File: src/rtl/mcop_pkg.sv
// ----------------------------------------------------------------------------
// mcop_pkg
// Shared types and constants for the Monte Carlo European option pricer.
// ----------------------------------------------------------------------------
`default_nettype none

package mcop_pkg;

   // Accumulator and path counter widths.
   localparam int SUM_WIDTH     = 64;
   localparam int COUNT_WIDTH   = 32;
   localparam int DIV_CNT_WIDTH = $clog2(SUM_WIDTH) + 1;

   // Fixed-point constants.
   localparam logic [33:0] LOG2E_Q30 = 34'd1549082005;
   localparam logic [33:0] LN2_Q30   = 34'd744261118;
   localparam logic [31:0] Q30_ONE   = 32'd1073741824;
   localparam logic [31:0] MAX32     = 32'hFFFF_FFFF;

   // Configuration register indexes.
   localparam logic [2:0] CSR_FORWARD_SPOT    = 3'd0;
   localparam logic [2:0] CSR_ROOT_VARIANCE   = 3'd1;
   localparam logic [2:0] CSR_STRIKE_PRICE    = 3'd2;
   localparam logic [2:0] CSR_DISCOUNT_FACTOR = 3'd3;
   localparam logic [2:0] CSR_PUT_MODE        = 3'd4;

   // Sequencer states.
   typedef enum logic [3:0] {
      ST_IDLE,
      ST_MUL_P,
      ST_MUL_Y,
      ST_MUL_U,
      ST_LOAD_U,
      ST_HORNER_MUL,
      ST_HORNER_RECIP,
      ST_HORNER_FIX,
      ST_MUL_SPOT,
      ST_ACCUM,
      ST_DIVIDE,
      ST_MUL_HI,
      ST_MUL_LO,
      ST_OUTPUT
   } state_type;

   // Reciprocal of the Horner divisor: floor((2^33 - 1) / k), k from 1 to 9.
   function automatic logic [33:0] horner_recip(input logic [3:0] k);
      logic [33:0] r;
      case (k)
         4'd1:    r = 34'd8589934591;
         4'd2:    r = 34'd4294967295;
         4'd3:    r = 34'd2863311530;
         4'd4:    r = 34'd2147483647;
         4'd5:    r = 34'd1717986918;
         4'd6:    r = 34'd1431655765;
         4'd7:    r = 34'd1227133513;
         4'd8:    r = 34'd1073741823;
         4'd9:    r = 34'd954437176;
         default: r = 34'd0;
      endcase
      return r;
   endfunction

endpackage

`default_nettype wire

File: src/rtl/mcop_div.sv
// ----------------------------------------------------------------------------
// mcop_div
// Restoring divider, one quotient bit per cycle, for the mean payoff.
// ----------------------------------------------------------------------------
`default_nettype none

module mcop_div (
   input  wire logic                                clock,
   input  wire logic                                reset,
   input  wire logic                                start,
   input  wire logic [mcop_pkg::SUM_WIDTH-1:0]      dividend,
   input  wire logic [mcop_pkg::COUNT_WIDTH-1:0]    divisor,
   output logic                                     done,
   output logic [mcop_pkg::SUM_WIDTH-1:0]           quotient
);
   import mcop_pkg::*;

   logic                       run_ff, run_in;
   logic                       done_ff, done_in;
   logic [DIV_CNT_WIDTH-1:0]   cnt_ff, cnt_in;
   logic [COUNT_WIDTH-1:0]     rem_ff, rem_in;
   logic [SUM_WIDTH-1:0]       quo_ff, quo_in;
   logic [COUNT_WIDTH:0]       trial;
   logic                       fits;

   // One restoring step: bring down the next dividend bit and try to subtract.
   always_comb begin
      trial   = {rem_ff, quo_ff[SUM_WIDTH-1]};
      fits    = trial >= {1'b0, divisor};
      run_in  = run_ff;
      done_in = 1'b0;
      cnt_in  = cnt_ff;
      rem_in  = rem_ff;
      quo_in  = quo_ff;
      if (start) begin
         run_in = 1'b1;
         cnt_in = DIV_CNT_WIDTH'(SUM_WIDTH);
         rem_in = '0;
         quo_in = dividend;
      end else if (run_ff) begin
         rem_in = fits ? COUNT_WIDTH'(trial - {1'b0, divisor}) : trial[COUNT_WIDTH-1:0];
         quo_in = {quo_ff[SUM_WIDTH-2:0], fits};
         cnt_in = cnt_ff - 1'b1;
         if (cnt_ff == DIV_CNT_WIDTH'(1)) begin
            run_in  = 1'b0;
            done_in = 1'b1;
         end
      end
   end

   always_ff @(posedge clock) begin
      if (reset) begin
         run_ff  <= 1'b0;
         done_ff <= 1'b0;
         cnt_ff  <= '0;
      end else begin
         run_ff  <= run_in;
         done_ff <= done_in;
         cnt_ff  <= cnt_in;
      end
      rem_ff <= rem_in;
      quo_ff <= quo_in;
   end

   assign done     = done_ff;
   assign quotient = quo_ff;

endmodule

`default_nettype wire
File: config.mk
export PLATFORM = sky130hd
export DESIGN_NAME = mcop_div
export DESIGN_NICKNAME = d
export VERILOG_FILES = /design/src/rtl/mcop_pkg.sv /design/src/rtl/mcop_div.sv
export SDC_FILE = /design/constraint.sdc
export NUM_CORES = 1
export LEC_CHECK = 0
export ABC_CLOCK_PERIOD_IN_PS = 2500
export BUFFER_PORTS_ARGS = -buffer_cell sky130_fd_sc_hd__buf_2
export CORE_ASPECT_RATIO = 1.1
export CORE_UTILIZATION = 42
export DETAILED_ROUTE_END_ITERATION = 10
export PLACE_DENSITY = 0.68
export SETUP_SLACK_MARGIN = 0.15
export SKIP_CTS_REPAIR_TIMING = 1
export SLEW_MARGIN = 30
export SYNTH_ARGS = -nofsm -noshare
export SYNTH_HDL_FRONTEND = slang
export SYNTH_SLANG_ARGS = --single-unit
File: constraint.sdc
create_clock -name clock -period 2.5 [get_ports clock]
set_input_delay 0.25 -clock clock [delete_from_list [all_inputs] [get_ports clock]]
set_output_delay 0.25 -clock clock [all_outputs]
set_load 0.05 [all_outputs]
==> impl_results.md <==
* Critical path's largest stage delay at roughly 430 ps
* Total power at 0.005506 W
* Chip width at around 120 microns
* Initial drt markers at 312
* Reg clk slew, reported paths at roughly 80 ps
* Crit path cell chain: ha_1 -> buf_4 -> nand2_1 -> buf_4 -> nor2_1 -> o41a_1 -> and3_4 -> o21a_4 -> or3_1 -> a32o_1
* CP Launch Point: rem_ff[10]$_SDFFE_PP0P_
* Latest clock arrival within the worst-skew pair at 340 ps
* H-tree lvl count at 3
* RSZ-0062 raised after global routing: yes
* PwrDens at 581.4 mW/mm^2
* I/O Pins at between 150 and 200
* Yosys Warn Count at 0
* Worst r2r src: rem_ff[10]$_SDFFE_PP0P_
* Area after DPL at 0.008787 sq mm
* Overflow after GRT at 0
* Slowest stage cell, crit path: o41a_1
* Vias post-DR at 6306
* Syn Area/Cell at about 9.6 sq um
* Final worst path period share at 106.5%
* Seq/Total Area, Yosys at between 40% and 50%
* Max_cap viols at 0
* Input/output buffers at 163
* Die Y at about 130 microns
* Sequential share of power at 38.8%
* Crit path arrival time at 2900 ps
* Switching Fraction at 35.48%
* Outcome: finished with violations
* Top cell by count, worst path: buf_4
* Final Hold Vio Count at 0
* N_diodes at 0
* Max clock buf depth at 2
* CTS Buf Count at 9
* Residual DRC at 0
* Final min period at 2661 ps
* Post-synth top area cell: edfxtp_1
* Area grow syn2layout at 40.48%
* Cell row count at 48
* CTS sink count at about 110
* Worst Path Required at 2740 ps
* Comb pwr share at 36.0%
* Ranking of synthesized cells by area: edfxtp_1 29%, dfxtp_1 12%, mux2_2 11%
* Core ar. at 0.01568 sq mm
* Final WL at 19420 microns
* Largest net degree at the start of global routing at 65
* EDFF count, synth at 64
* Slew @ Worst Pin at 856.8 ps
* Synth async-reset ratio at 0%
* Max Fclk at roughly 0.38 GHz
* Clock power share at about a quarter
* Worst Setup End Kind: register
* Syn_nets at 834
* Clock skew at 11.61 ps
* CTS Root Cell: clkbuf_16
* Vias per inst at 5.340
* Aggregate global-route resource usage at 23.31%
* Vias in the first global route at 6201
* Final setup viols at 32
* Post-synth top flop: edfxtp_1
* Slew Limit Headroom at 42.67%
* FF+latch count, synth at 105
* Crit start category: register
* Nets at 1110
* Maximum fanout along the worst path at 6
* Worst hold start: reset
* Internal at roughly 0.0036 W
* Die ar. at 0.01656 sq mm
* Failing checks: setup timing
* Peak VDD IR at between 0.0004 and 0.0005 V
* DR WL/cell at approximately 16 microns
* Leak at 4.156 nW
* Synth cell count leaders: 64 x edfxtp_1, 64 x mux2_2, 60 x nor2_1, 51 x nand2_1, 47 x inv_1
* Post-synth top area share at 28.51%
* Effective utilization at floorplan at 43.01%
* Count of cell types in the netlist at 66
* Cells after Synth at 700
* TritonCTS clock tree: yes
* Final count of pins violating max slew at 0
* Switching power at 0.001954 W
* Setup ws final at -161.4 ps
* Hold WC Path Type: in2reg
* DRT antenna net count at 0
* Post-layout util at 60.42%
* Critical setup path kind: reg2reg
* DRT Pass-1 Iters at 5
* Detailed placer's ending HPWL at 14540 microns
* Synthesized area at 0.006741 sq mm
* Final Wtd Congestion at 0.9222
* First-pass GRT wire length at approximately 30000 microns
* Share of layout cells above drive strength 1 at 47.20%
* Initial antenna violation count at 0
* Fin area at 0.009470 sq mm
[cell usage in the layout (no fill, tap or decap), drive strengths merged, types with 10 or more instances in the layout]
cell	netlist	layout
buf	8	310
nor2	60	60
ha	34	34
xnor2	19	19
inv	47	49
clkbuf	38	11
a311oi	19	19
o21ai	39	39
edfxtp	64	64
xor2	11	11
nand2	51	51
mux2	64	64
nand4	12	12
nand3	26	26
a21o	10	10
a21oi	39	39
dfxtp	41	41
[cells by family after synthesis]
| logic type | count (synthesis) | share of synthesized area, % |
|---|---|---|
| simple gates | 192 | 13.34 |
| compound gates | 179 | 18.39 |
| flops | 105 | 40.68 |
| buf+inv | 93 | 6.088 |
| mux | 66 | 10.99 |
| fa+ha+maj | 35 | 6.607 |
| xor+xnor | 30 | 3.898 |
[flip-flops by register name, indices dropped and copies added (netlist names)]
name and flops:
quotient 64, done 1, run_ff 1, rem_ff 32
cnt_ff 7
[metrics by stage]
| step | setup TNS (ps) | worst slack [ps] | instances | hold slack (ps) |
|---|---|---|---|---|
| after floorplan | -1026 | -132.5 | 700 | 322.4 |
| after CTS | -4945 | -227.5 | 1170 | 73.03 |
| after global placement | -4777 | -221.9 | 1154 | 435.2 |
| after detailed placement | -5853 | -245.8 | 1154 | 437.9 |
| final | -2909 | -161.4 | 1181 | 79.71 |
| after global routing | -5783 | -291.9 | 1181 | 70.76 |
[path summary, 6_finish.rpt]
path                             end  slack [ps]  cells past startpoint
max          rem_ff[21]$_SDFFE_PP0P_        -160                     10
min                run_ff$_SDFF_PP0_          80                      2
max reg2reg  rem_ff[21]$_SDFFE_PP0P_        -160                     10
min reg2reg   cnt_ff[1]$_SDFFE_PP0P_         500                      2
[power by group through the flow]
stage / Combinational, W / Sequential, W / Clock, W
after floorplan: 0.000821 / 0.00254 / 0
after global placement: 0.00186 / 0.00216 / 0
after detailed placement: 0.00187 / 0.00216 / 0
after CTS: 0.00189 / 0.00213 / 0.00143
after global routing: 0.00213 / 0.00216 / 0.00148
final: 0.00198 / 0.00214 / 0.00139
[critical path: cells and delay by family, from the launching register on]
family	cells	cell delay, ps
AO/OA/AOI/OAI	3	950
adder cells (fa/ha/maj)	1	290
buffers and inverters	2	290
flip-flops	1	340
AND/OR/NAND/NOR	4	690
[final cells by class]
class / instances / area [sq um]
Timing Repair Buffer: 311 / 2027
Fill cell: 1355 / 6205
Sequential cell: 105 / 2749
Multi-Input combinational cell: 502 / 3978
Clock buffer: 10 / 229.0
Inverter: 47 / 180.2
Tap cell: 200 / 250.2
Clock inverter: 6 / 57.56
[per-layer routing]
layer	wire length [microns]	part of all wire (%)	track usage, %	vias up
met3	1224	6.3	4.519	29
met1	8270	43	29.30	2904
met5	0	0	0	-
met4	424	2.2	6.843	0
li1	-	-	-	3135
met2	9503	49	40.14	238
Power figures use the tool's default switching activity.
